--- config.mk ---
export PLATFORM = sky130hd
export DESIGN_NAME = running_mean_sigma
export DESIGN_NICKNAME = d
export VERILOG_FILES = /design/src/rtl/rms_pkg.sv /design/src/rtl/rms_alu.sv /design/src/rtl/rms_core.sv /design/src/rtl/running_mean_sigma.sv
export SDC_FILE = /design/constraint.sdc
export NUM_CORES = 2
export LEC_CHECK = 0
export ABC_AREA = 1
export BUFFER_PORTS_ARGS = -buffer_cell sky130_fd_sc_hd__buf_2
export CORE_AREA = 2 2 305 307
export DETAILED_ROUTE_END_ITERATION = 6
export DIE_AREA = 0 0 307 309
export PLACE_DENSITY = 0.74
export SLEW_MARGIN = 5
export SYNTH_ARGS = -nofsm -noshare
export SYNTH_HDL_FRONTEND = slang
export SYNTH_SLANG_ARGS = --single-unit
--- constraint.sdc ---
create_clock -name clock -period 10.37 [get_ports clock]
set_input_delay 1.5555 -clock clock [delete_from_list [all_inputs] [get_ports clock]]
set_output_delay 1.5555 -clock clock [all_outputs]
set_load 0.02 [all_outputs]
--- src/rtl/rms_pkg.sv ---
`timescale 1ns / 1ps

package rms_pkg;

   localparam int DEF_COUNT_BITS  = 24;
   localparam int DEF_SAMPLE_BITS = 16;
   localparam int FRAC_BITS       = 8;
   localparam int OUT_BITS        = 24;

   localparam logic ALU_ADD = 1'b0;
   localparam logic ALU_SUB = 1'b1;

   typedef struct packed {
      logic busy;
      logic done;
   } rms_stat_type;

endpackage

--- src/rtl/rms_alu.sv ---
`timescale 1ns / 1ps

module rms_alu import rms_pkg::*; #(
   parameter int WIDTH = 8
) (
   input  logic             op,
   input  logic [WIDTH-1:0] a,
   input  logic [WIDTH-1:0] b,
   output logic [WIDTH-1:0] res,
   output logic             cout
);

   logic [WIDTH-1:0] b_sel;
   logic             sub;

   assign sub   = (op == ALU_SUB);
   assign b_sel = sub ? ~b : b;
   assign {cout, res} = {1'b0, a} + {1'b0, b_sel} + (WIDTH + 1)'(sub);

endmodule

--- src/rtl/rms_core.sv ---
`timescale 1ns / 1ps

module rms_core import rms_pkg::*; #(
   parameter int COUNT_BITS  = DEF_COUNT_BITS,
   parameter int SAMPLE_BITS = DEF_SAMPLE_BITS
) (
   input  logic                                      clock,
   input  logic                                      reset,
   input  logic                                      start,
   input  logic [COUNT_BITS-1:0]                     count,
   input  logic signed [SAMPLE_BITS+COUNT_BITS-1:0]  sum,
   input  logic [2*SAMPLE_BITS-2+COUNT_BITS-1:0]     sqsum,
   output logic [OUT_BITS-1:0]                       mean,
   output logic [OUT_BITS-1:0]                       sigma,
   output rms_stat_type                              stat
);

   localparam int SUMW = SAMPLE_BITS + COUNT_BITS;
   localparam int SQW  = 2 * SAMPLE_BITS - 2 + COUNT_BITS;
   localparam int MAGW = SUMW - 1;
   localparam int PW   = COUNT_BITS + SQW;
   localparam int VW   = PW + 2 * FRAC_BITS;
   localparam int RW   = VW / 2;
   localparam int DW   = MAGW + FRAC_BITS;
   localparam int QW   = (RW > DW) ? RW : DW;
   localparam int AW1  = (PW > RW + 2) ? PW : RW + 2;
   localparam int AW   = (AW1 > DW + 1) ? AW1 : DW + 1;
   localparam int CNTW = $clog2(QW + 1);

   localparam logic [2:0] S_IDLE = 3'd0;
   localparam logic [2:0] S_MUL1 = 3'd1;
   localparam logic [2:0] S_MUL2 = 3'd2;
   localparam logic [2:0] S_VAR  = 3'd3;
   localparam logic [2:0] S_SQRT = 3'd4;
   localparam logic [2:0] S_DIVS = 3'd5;
   localparam logic [2:0] S_DIVM = 3'd6;
   localparam logic [2:0] S_FIX  = 3'd7;

   logic [2:0]            state_ff, state_in;
   logic                  done_ff, done_in;
   logic [COUNT_BITS-1:0] n_ff, n_in;
   logic [MAGW-1:0]       mag_ff, mag_in;
   logic                  neg_ff, neg_in;
   logic [SQW-1:0]        sq_ff, sq_in;
   logic [AW-1:0]         acc_ff, acc_in;
   logic [PW-1:0]         prod_ff, prod_in;
   logic [VW-1:0]         bits_ff, bits_in;
   logic [QW-1:0]         q_ff, q_in;
   logic [CNTW-1:0]       cnt_ff, cnt_in;
   logic [OUT_BITS-1:0]   mean_ff, mean_in;
   logic [OUT_BITS-1:0]   sigma_ff, sigma_in;

   logic                  alu_op;
   logic [AW-1:0]         alu_a, alu_b, alu_res;
   logic                  alu_cout;
   logic [AW-1:0]         acc_sh, rem_sqrt, rem_div;
   logic                  last;
   logic [QW-1:0]         q_step;
   logic [DW:0]           mean_full;
   logic signed [SUMW-1:0] sum_neg;

   rms_alu #(.WIDTH(AW)) u_alu (
      .op   (alu_op),
      .a    (alu_a),
      .b    (alu_b),
      .res  (alu_res),
      .cout (alu_cout)
   );

   assign acc_sh   = {acc_ff[AW-2:0], 1'b0};
   assign rem_sqrt = {acc_ff[AW-3:0], bits_ff[VW-1:VW-2]};
   assign rem_div  = {acc_ff[AW-2:0], bits_ff[VW-1]};
   assign last     = (cnt_ff == CNTW'(1));
   assign q_step   = {q_ff[QW-2:0], alu_cout};
   assign sum_neg  = -sum;

   always_comb begin
      alu_op = ALU_ADD;
      alu_a  = '0;
      alu_b  = '0;
      case (state_ff)
         S_MUL1: begin
            alu_a = acc_sh;
            alu_b = bits_ff[VW-1] ? AW'(sq_ff) : '0;
         end
         S_MUL2: begin
            alu_a = acc_sh;
            alu_b = bits_ff[VW-1] ? AW'(mag_ff) : '0;
         end
         S_VAR: begin
            alu_op = ALU_SUB;
            alu_a  = AW'(prod_ff);
            alu_b  = acc_ff;
         end
         S_SQRT: begin
            alu_op = ALU_SUB;
            alu_a  = rem_sqrt;
            alu_b  = AW'({q_ff, 2'b01});
         end
         S_DIVS, S_DIVM: begin
            alu_op = ALU_SUB;
            alu_a  = rem_div;
            alu_b  = AW'(n_ff);
         end
         S_FIX: begin
            alu_op = ALU_SUB;
            alu_b  = AW'(q_ff[DW-1:0]);
         end
         default: begin
            alu_op = ALU_ADD;
         end
      endcase
   end

   always_comb begin
      state_in  = state_ff;
      done_in   = 1'b0;
      n_in      = n_ff;
      mag_in    = mag_ff;
      neg_in    = neg_ff;
      sq_in     = sq_ff;
      acc_in    = acc_ff;
      prod_in   = prod_ff;
      bits_in   = bits_ff;
      q_in      = q_ff;
      cnt_in    = cnt_ff;
      mean_in   = mean_ff;
      sigma_in  = sigma_ff;
      mean_full = '0;
      case (state_ff)
         S_IDLE: begin
            if (start) begin
               n_in     = count;
               mag_in   = sum[SUMW-1] ? MAGW'(sum_neg) : MAGW'(sum);
               neg_in   = sum[SUMW-1];
               sq_in    = sqsum;
               acc_in   = '0;
               bits_in  = VW'(count) << (VW - COUNT_BITS);
               cnt_in   = CNTW'(COUNT_BITS);
               state_in = S_MUL1;
            end
         end
         S_MUL1: begin
            acc_in  = alu_res;
            bits_in = bits_ff << 1;
            cnt_in  = cnt_ff - CNTW'(1);
            if (last) begin
               prod_in  = alu_res[PW-1:0];
               acc_in   = '0;
               bits_in  = VW'(mag_ff) << (VW - MAGW);
               cnt_in   = CNTW'(MAGW);
               state_in = S_MUL2;
            end
         end
         S_MUL2: begin
            acc_in  = alu_res;
            bits_in = bits_ff << 1;
            cnt_in  = cnt_ff - CNTW'(1);
            if (last) begin
               state_in = S_VAR;
            end
         end
         S_VAR: begin
            bits_in  = alu_cout ? (VW'(alu_res[PW-1:0]) << (2 * FRAC_BITS)) : '0;
            acc_in   = '0;
            q_in     = '0;
            cnt_in   = CNTW'(RW);
            state_in = S_SQRT;
         end
         S_SQRT: begin
            acc_in  = alu_cout ? alu_res : rem_sqrt;
            q_in    = q_step;
            bits_in = bits_ff << 2;
            cnt_in  = cnt_ff - CNTW'(1);
            if (last) begin
               acc_in   = '0;
               q_in     = '0;
               bits_in  = VW'(q_step) << (VW - RW);
               cnt_in   = CNTW'(RW);
               state_in = S_DIVS;
            end
         end
         S_DIVS: begin
            acc_in  = alu_cout ? alu_res : rem_div;
            q_in    = q_step;
            bits_in = bits_ff << 1;
            cnt_in  = cnt_ff - CNTW'(1);
            if (last) begin
               sigma_in = OUT_BITS'(q_step);
               acc_in   = '0;
               q_in     = '0;
               bits_in  = VW'({mag_ff, {FRAC_BITS{1'b0}}}) << (VW - DW);
               cnt_in   = CNTW'(DW);
               state_in = S_DIVM;
            end
         end
         S_DIVM: begin
            acc_in  = alu_cout ? alu_res : rem_div;
            q_in    = q_step;
            bits_in = bits_ff << 1;
            cnt_in  = cnt_ff - CNTW'(1);
            if (last) begin
               state_in = S_FIX;
            end
         end
         S_FIX: begin
            if (!neg_ff) begin
               mean_full = {1'b0, q_ff[DW-1:0]};
            end else if (acc_ff != '0) begin
               mean_full = ~{1'b0, q_ff[DW-1:0]};
            end else begin
               mean_full = alu_res[DW:0];
            end
            mean_in  = OUT_BITS'(signed'(mean_full));
            done_in  = 1'b1;
            state_in = S_IDLE;
         end
         default: begin
            state_in = S_IDLE;
         end
      endcase
   end

   always_ff @(posedge clock) begin
      if (reset) begin
         state_ff <= S_IDLE;
         done_ff  <= 1'b0;
      end else begin
         state_ff <= state_in;
         done_ff  <= done_in;
      end
   end

   always_ff @(posedge clock) begin
      n_ff     <= n_in;
      mag_ff   <= mag_in;
      neg_ff   <= neg_in;
      sq_ff    <= sq_in;
      acc_ff   <= acc_in;
      prod_ff  <= prod_in;
      bits_ff  <= bits_in;
      q_ff     <= q_in;
      cnt_ff   <= cnt_in;
      mean_ff  <= mean_in;
      sigma_ff <= sigma_in;
   end

   assign mean      = mean_ff;
   assign sigma     = sigma_ff;
   assign stat.busy = (state_ff != S_IDLE);
   assign stat.done = done_ff;

endmodule

--- src/rtl/running_mean_sigma.sv ---
`timescale 1ns / 1ps

// Running count, mean and population standard deviation of signed samples,
// exact in integers. Each transfer adds one sample (restart clears the sums
// first) and yields one result; once the count is full, samples are dropped
// and saturated is set. Each result is worked out by the single shared
// add/subtract unit stepping one bit at a time through two multiplies, a
// square root and two divides; req_ready stays low from the transfer until
// the result is loaded into the response register.

module running_mean_sigma import rms_pkg::*; #(
   parameter int COUNT_BITS  = DEF_COUNT_BITS,
   parameter int SAMPLE_BITS = DEF_SAMPLE_BITS
) (
   input  logic                          clock,
   input  logic                          reset,
   input  logic                          req_valid,
   output logic                          req_ready,
   input  logic signed [SAMPLE_BITS-1:0] req_sample,
   input  logic                          req_restart,
   output logic                          rsp_valid,
   input  logic                          rsp_ready,
   output logic [OUT_BITS-1:0]           rsp_count,
   output logic signed [OUT_BITS-1:0]    rsp_mean,
   output logic [OUT_BITS-1:0]           rsp_sigma,
   output logic                          rsp_saturated
);

   localparam int SUMW = SAMPLE_BITS + COUNT_BITS;
   localparam int SQW  = 2 * SAMPLE_BITS - 2 + COUNT_BITS;
   localparam int SQ1W = 2 * SAMPLE_BITS - 1;

   localparam logic [2:0] T_IDLE = 3'd0;
   localparam logic [2:0] T_SQ   = 3'd1;
   localparam logic [2:0] T_ACC  = 3'd2;
   localparam logic [2:0] T_RUN  = 3'd3;
   localparam logic [2:0] T_HOLD = 3'd4;

   logic [2:0]                   state_ff, state_in;
   logic signed [SAMPLE_BITS-1:0] samp_ff, samp_in;
   logic                         restart_ff, restart_in;
   logic [SQ1W-1:0]              square_ff, square_in;
   logic [COUNT_BITS-1:0]        count_ff, count_in;
   logic signed [SUMW-1:0]       sum_ff, sum_in;
   logic [SQW-1:0]               sqsum_ff, sqsum_in;
   logic                         sat_ff, sat_in;
   logic                         start_ff, start_in;
   logic                         rsp_valid_ff, rsp_valid_in;
   logic [OUT_BITS-1:0]          rsp_count_ff, rsp_count_in;
   logic [OUT_BITS-1:0]          rsp_mean_ff, rsp_mean_in;
   logic [OUT_BITS-1:0]          rsp_sigma_ff, rsp_sigma_in;
   logic                         rsp_sat_ff, rsp_sat_in;

   logic [SAMPLE_BITS-1:0]       samp_mag;
   logic [2*SAMPLE_BITS-1:0]     samp_prod;
   logic [OUT_BITS-1:0]          core_mean, core_sigma;
   rms_stat_type                 core_stat;
   logic                         out_free;
   logic                         load;

   rms_core #(
      .COUNT_BITS  (COUNT_BITS),
      .SAMPLE_BITS (SAMPLE_BITS)
   ) u_core (
      .clock (clock),
      .reset (reset),
      .start (start_ff),
      .count (count_ff),
      .sum   (sum_ff),
      .sqsum (sqsum_ff),
      .mean  (core_mean),
      .sigma (core_sigma),
      .stat  (core_stat)
   );

   assign samp_mag  = samp_ff[SAMPLE_BITS-1] ? SAMPLE_BITS'(-samp_ff) : samp_ff;
   assign samp_prod = samp_mag * samp_mag;
   assign out_free  = !rsp_valid_ff || rsp_ready;
   assign load      = out_free &&
                      ((state_ff == T_RUN && core_stat.done) || state_ff == T_HOLD);

   always_comb begin
      state_in     = state_ff;
      samp_in      = samp_ff;
      restart_in   = restart_ff;
      square_in    = square_ff;
      count_in     = count_ff;
      sum_in       = sum_ff;
      sqsum_in     = sqsum_ff;
      sat_in       = sat_ff;
      start_in     = 1'b0;
      rsp_valid_in = rsp_valid_ff && !rsp_ready;
      rsp_count_in = rsp_count_ff;
      rsp_mean_in  = rsp_mean_ff;
      rsp_sigma_in = rsp_sigma_ff;
      rsp_sat_in   = rsp_sat_ff;
      case (state_ff)
         T_IDLE: begin
            if (req_valid) begin
               samp_in    = req_sample;
               restart_in = req_restart;
               state_in   = T_SQ;
            end
         end
         T_SQ: begin
            square_in = samp_prod[SQ1W-1:0];
            if (restart_ff) begin
               count_in = '0;
               sum_in   = '0;
               sqsum_in = '0;
            end
            state_in = T_ACC;
         end
         T_ACC: begin
            if (count_ff == '1) begin
               sat_in = 1'b1;
            end else begin
               sat_in   = 1'b0;
               count_in = count_ff + COUNT_BITS'(1);
               sum_in   = sum_ff + SUMW'(samp_ff);
               sqsum_in = sqsum_ff + SQW'(square_ff);
            end
            start_in = 1'b1;
            state_in = T_RUN;
         end
         T_RUN: begin
            if (core_stat.done) begin
               state_in = load ? T_IDLE : T_HOLD;
            end
         end
         T_HOLD: begin
            if (load) begin
               state_in = T_IDLE;
            end
         end
         default: begin
            state_in = T_IDLE;
         end
      endcase
      if (load) begin
         rsp_valid_in = 1'b1;
         rsp_count_in = OUT_BITS'(count_ff);
         rsp_mean_in  = core_mean;
         rsp_sigma_in = core_sigma;
         rsp_sat_in   = sat_ff;
      end
   end

   always_ff @(posedge clock) begin
      if (reset) begin
         state_ff     <= T_IDLE;
         count_ff     <= '0;
         sum_ff       <= '0;
         sqsum_ff     <= '0;
         sat_ff       <= 1'b0;
         start_ff     <= 1'b0;
         rsp_valid_ff <= 1'b0;
      end else begin
         state_ff     <= state_in;
         count_ff     <= count_in;
         sum_ff       <= sum_in;
         sqsum_ff     <= sqsum_in;
         sat_ff       <= sat_in;
         start_ff     <= start_in;
         rsp_valid_ff <= rsp_valid_in;
      end
   end

   always_ff @(posedge clock) begin
      samp_ff      <= samp_in;
      restart_ff   <= restart_in;
      square_ff    <= square_in;
      rsp_count_ff <= rsp_count_in;
      rsp_mean_ff  <= rsp_mean_in;
      rsp_sigma_ff <= rsp_sigma_in;
      rsp_sat_ff   <= rsp_sat_in;
   end

   assign req_ready     = (state_ff == T_IDLE);
   assign rsp_valid     = rsp_valid_ff;
   assign rsp_count     = rsp_count_ff;
   assign rsp_mean      = rsp_mean_ff;
   assign rsp_sigma     = rsp_sigma_ff;
   assign rsp_saturated = rsp_sat_ff;

`ifndef ASSERT_OFF
   a_done_in_run: assert property (@(posedge clock) disable iff (reset)
      core_stat.done |-> state_ff == T_RUN)
      else $error("core done outside run");

   a_start_idle: assert property (@(posedge clock) disable iff (reset)
      start_ff |-> !core_stat.busy)
      else $error("start while core busy");

   a_sat_full: assert property (@(posedge clock) disable iff (reset)
      (state_ff == T_RUN && sat_ff) |-> count_ff == '1)
      else $error("saturated with count not full");
`endif

endmodule
# Yosys cells after proc, flatten, opt, wreduce, memory -nomap -nowiden
# Index checks and enable logic that the tools add are counted.
# word_totals
latchBits,0
regBits,718
mem_bits_rw,0
word_cells,146
mem_bits_ro,0
out_inout_bits,75
memories,0
# op_classes
bitwise,2
n_shift,0
mux,53
n_reduce_logical,31
addsub,8
eq_ne,24
div_mod_pow,0
mul,1
magnitude_cmp,0
# op_table
op,count
$mux 78,7
$pmux 78 s7,1
$pmux 94 s5,1
$pmux 78 s6,1
$mux 94,4
$pmux 78 s4,1
$mux 54,3
$pmux 47 s3,1
$pmux 54 s2,1
$mux 24,4
$mux 40,2
$pmux 40 s2,1
$add 78x78->79,1
$add 79x1->79,1
$mux 39,2
$not 78->78,1
$reduce_bool 78->1,1
$add 54x31->54,1
$pmux 24 s2,1
$mux 47,1
$add 40x16->40,1
$neg 39->39,1
$mul 16x16->31,1
$mux 3,10
30 further kinds,70

# Logic depth before layout (Yosys ltp)
# depth
ltp_word,10
ltp_mapped,39
ltp_nobuf,37

# Cells and area by module
# A second synthesis with hierarchy kept.
# unflattened
hier_cells,7347
hier_area_um2,54463.5
# by_module_without_submodules
module,seq_area_each_um2,area_per_inst_um2,n_inst,cells_per_inst
rms_core,13683.1,24711.2,1,2794
running_mean_sigma,6085.8,21968.6,1,2977
rms_alu,0.0,7783.7,1,1576

# Worst setup path before layout
# OpenSTA, ideal clock, no wires.
# synth_timing
path_type,register to register
start,register samp_ff[0]
end,register square_ff[27] (data pin)
arrival_time_ps,7135
n_path_buf,1
t_required_ps,10108
stages_incl_launch_ff,32
period_less_slack_ps,7397
path_slack_ps,2973
setup_ps,262
cell_sequence,edfxtp_1 clkinv_1 clkbuf_1 ha_1 inv_1 nor2_1 nand2_1 nor2_1 a31oi_1 xnor2_1 clkinv_1 nand2_1 fa_1 fa_1 inv_1 fa_1 fa_1 fa_1 inv_1 fa_1 inv_1 ha_1 nand2_1 nor2_1 inv_1 o221ai_1 a21oi_1 inv_1 a21oi_1 o21ai_0 a21oi_1 xor2_1
# synth_between
elab_chain_len,3
# synth_lines
element,line_no,rtl
start: declaration,running_mean_sigma.sv:40,"logic signed [SAMPLE_BITS-1:0] samp_ff, samp_in;"
start signal: assignment,running_mean_sigma.sv:170,samp_ff <= samp_in;
$neg 16->16,running_mean_sigma.sv:76,assign samp_mag = samp_ff[SAMPLE_BITS-1] ? SAMPLE_BITS'(-samp_ff) : samp_ff;
$mux 16 (*),running_mean_sigma.sv:76,
$mul 16x16->31 (*),running_mean_sigma.sv:77,assign samp_prod = samp_mag * samp_mag;
net samp_prod[27],running_mean_sigma.sv:55,logic [2*SAMPLE_BITS-1:0] samp_prod;
end signal: assignment,running_mean_sigma.sv:172,square_ff <= square_in;
end: declaration,running_mean_sigma.sv:42,"logic [SQ1W-1:0] square_ff, square_in;"
# Mark *: on every way through the listed nets, which the timed path passes. The rest lies on a longest branch.
# A chain may end at the register's enable or synchronous reset.

# Worst setup path after layout
# layout_timing
start,register samp_ff[0]
end,register square_ff[29] (data pin)
# The elaborated chain is that of the path after synthesis.

==> flow_summary.ini <==
[placement]
place_congestion = 1.036
hpwlAfterDp_mm = 142.2
io_buffers = 95

[clocking]
htree_num_levels = 3
cts.path.max_buffers = 3
clk_pin_slew_ps = 60
holdBufCountCts = 0
cts.sinks = 701
cts_buffers = 79
ctsResizeCount = 0
cts_tree = yes
cts_setup_buffers = 0
clk_latency_ps = 680
cts_root_buffer = clkbuf_16

[cells_and_area]
fillers = 8340
fin_nets = 6589
seq_area_um2 = 19770
drive_gt1_share_pct = 6.174
area_delta_synth_final_pct = 8.505
multi_input_area_um2 = 25870

[setup_path]
crit_family = adder cells
r2r_end = square_ff[29]
crit_path_end_kind = flop
slowest_delay_ps = 540
rrSetupSlack_ps = 2120
cp-start-kind = flop
cp.depth = 31
worst-path-buf-inv = 11
required_ps = 10770
cp-startpoint = samp_ff[0]
critical_path.endpoint = square_ff[29]
crit_type = flop to flop
critical_path.slowest_cell = fa_1
worstPathMaxFanout = 17
crit_path_frequent_cell = inv_1
r2r_start = samp_ff[0]
ff2ff_path_depth = 31
cp.arrival_ps = 8650

[synthesis]
synth_commonest_cells = nand2_1 (1122), inv_1 (922), nor2_1 (662), edfxtp_1 (573), a21oi_1 (492)
synth_edf_count = 573
netlist_area_um2 = 49970
ys.warnings.count = 0
synth.most_common_cell = nand2_1
synth_top_area_share_pct = 34.43
synth_fa_ha_area_share_pct = 12.82
synth_top_family_by_area = simple AND/OR/NAND/NOR gates
synth_simple_gate_area_share_pct = 18.35
yosys.area.top_type = edfxtp_1
muxShareOfSynthArea_pct = 0
synthFlopType = edfxtp_1
synth.lib_cells_used.distinct = 71
netlist_instances = 6126
syn_avg_cell_area_um2 = 8.158
ys_seq_area_share_pct = 39.56
synth_compound_area_share_pct = 17.56
synth_xor_area_share_pct = 2.822
async_flop_share_pct = 0
netlist_top_cells_area = edfxtp_1 (34%), nand2_1 (8.4%), inv_1 (6.9%), fa_1 (6.7%), ha_1 (6.1%)
synth-seq-cells = 701

[grt]
antenna_found_initial = 4
grt_pass1_wl_mm = 273.8
grt_max_degree = 77
grt_usage_pct = 38.61
grt_pass1_vias = 44007
overflow = 0

[detailed_routing]
routedWlPerCell_um = 25.01
viasPerCell = 6.184
drt_wl_total_mm = 185.3
drt_iter0_markers = 5856
vias = 45818
ant_nets = 0
drc = 0
detailedRoute.firstPassIterationCount = 7

[pwr]
clkPwrFrac_pct = 16.1
power_w = 0.01767
combPwrFrac_pct = 58.1
power.density_nw_per_um2 = 325.9
power_switching_w = 0.008484
peakVddDrop_uv = 511.2
power_frac_seq_pct = 25.8
switching_share_pct = 48.01
internal_power_w = 0.009189
p_leak_nw = 22.81

[floorplanning]
core_area_um2 = 91390
floorplan.initialDensity_pct = 54.69
die_area_um2 = 94860
die_h_um = 309
dieWidth_um = 307
rows = 111
io_pins = 96

[hold_path]
min_path_type = flop to flop

[timing]
period_needed_ps = 8252
hold_violations = 0
setup_viol = 0
rsz0062_at_grt = false
fin_setup_tns_ps = 0
max_freq_mhz = 121.2
worstMarginPinSlew_ps = 1491
slew_headroom_pct = -0.6851
drv_slew = 1
fin_crit_sh_pct = 79.58
skew_ps = 39.42

[status]
violations = max-capacitance violations, max-slew violations
status = complete, but fails checks

[job]
drv_cap = 1
## worst min-delay path by stage
| stage | end | cells after the start | slack, ps | from |
|---|---|---|---|---|
| final | rsp_sigma[21] | 0 | 410 | u_core.sigma[21] |
| after global placement | rsp_sigma[11] | 0 | 400 | u_core.sigma[11] |
| after CTS | rsp_sigma[4] | 0 | 410 | u_core.sigma[4] |
| after detailed placement | rsp_mean[11] | 0 | 400 | u_core.mean[11] |
| after floorplan | rsp_mean[0] | 0 | 400 | u_core.mean[0] |
| after global routing | rsp_sigma[21] | 0 | 420 | u_core.sigma[21] |
## registers in the layout (all words and copies together) (netlist names), 30 cells and up
register and cells:
u_core.acc_ff 78, u_core.mag_ff 39, square_ff 30, u_core.sq_ff 54, u_core.q_ff 47, sum_ff 40
sqsum_ff 54, u_core.prod_ff 78, u_core.bits_ff 78
## cell type report
cell class | count | share of cell area (%)
multi-input combinational | 4271 | 47.71
tap | 1186 | 2.737
clock buffer | 109 | 4.105
inverter | 948 | 6.572
sequential | 701 | 36.46
timing repair buffer | 155 | 1.731
clock inverter | 36 | 0.6715
antenna | 3 | 0.01384
## cell families after synthesis
| group | count (synthesis) |
|---|---|
| adder cells (fa/ha/maj) | 412 |
| XOR/XNOR | 149 |
| other | 2 |
| buffers and inverters | 1163 |
| flip-flops | 701 |
| AO/OA/AOI/OAI | 1481 |
| AND/OR/NAND/NOR | 2218 |
## worst reg2reg max path, delay by kind of cell, from the launching register on
family	cells	cell delay [ps]
AO/OA/AOI/OAI	7	1320
XOR/XNOR	1	80
adder cells (fa/ha/maj)	8	3730
buffers and inverters	11	1490
flip-flops	1	500
AND/OR/NAND/NOR	4	840
## layout by cell type (no fill, tap or decap), types with 37 or more instances in the layout
master,instances
fa_1,167
edfxtp_1,573
nand3_1,179
inv_1,919
dfxtp_1,128
a31oi_1,51
xor2_1,88
o22ai_1,74
buf_2,95
o21ai_0,447
nand2_1,1120
nor4_1,37
o221ai_1,80
nor2_1,656
xnor2_1,47
o211ai_1,58
a21oi_1,491
nor3_1,79
clkbuf_16,84
nand4_1,47
buf_4,59
ha_1,245
a22oi_1,46
## per-stage QoR
stage | cell area [µm²] | setup WS (ps) | hold WS (ps) | util, % | cells
floorplan | 50010 | 2973 | 400.3 | - | 6135
global route | 54220 | 1435 | 418.9 | 59.33 | 7406
global placement | 51620 | 2272 | 401.5 | 56.49 | 7261
detailed placement | 51630 | 2121 | 404.5 | 56.49 | 7261
finish | 54220 | 2118 | 409.7 | 59.34 | 7409
CTS | 54220 | 2098 | 413.5 | 59.33 | 7406
## power by group through the flow
stage | registers (W) | clock network (W) | logic (W)
floorplan | 0.00441 | 0 | 0.00736
global placement | 0.00459 | 0 | 0.00996
detailed placement | 0.00459 | 0 | 0.0101
CTS | 0.00454 | 0.00286 | 0.0101
global route | 0.00459 | 0.00295 | 0.0115
finish | 0.00456 | 0.00284 | 0.0103
## metal layers
layer / routed length, µm / part of all wire [%] / up-vias / track usage, %
li1: - / - / 20877 / -
met1: 71700 / 39 / 21725 / 49.76
met2: 82450 / 45 / 2681 / 60.71
met3: 18820 / 10 / 533 / 7.824
met4: 12280 / 6.6 / 2 / 22.39
met5: 13 / 0.0070 / - / 0
No activity file was read; power rests on OpenSTA's default activity.
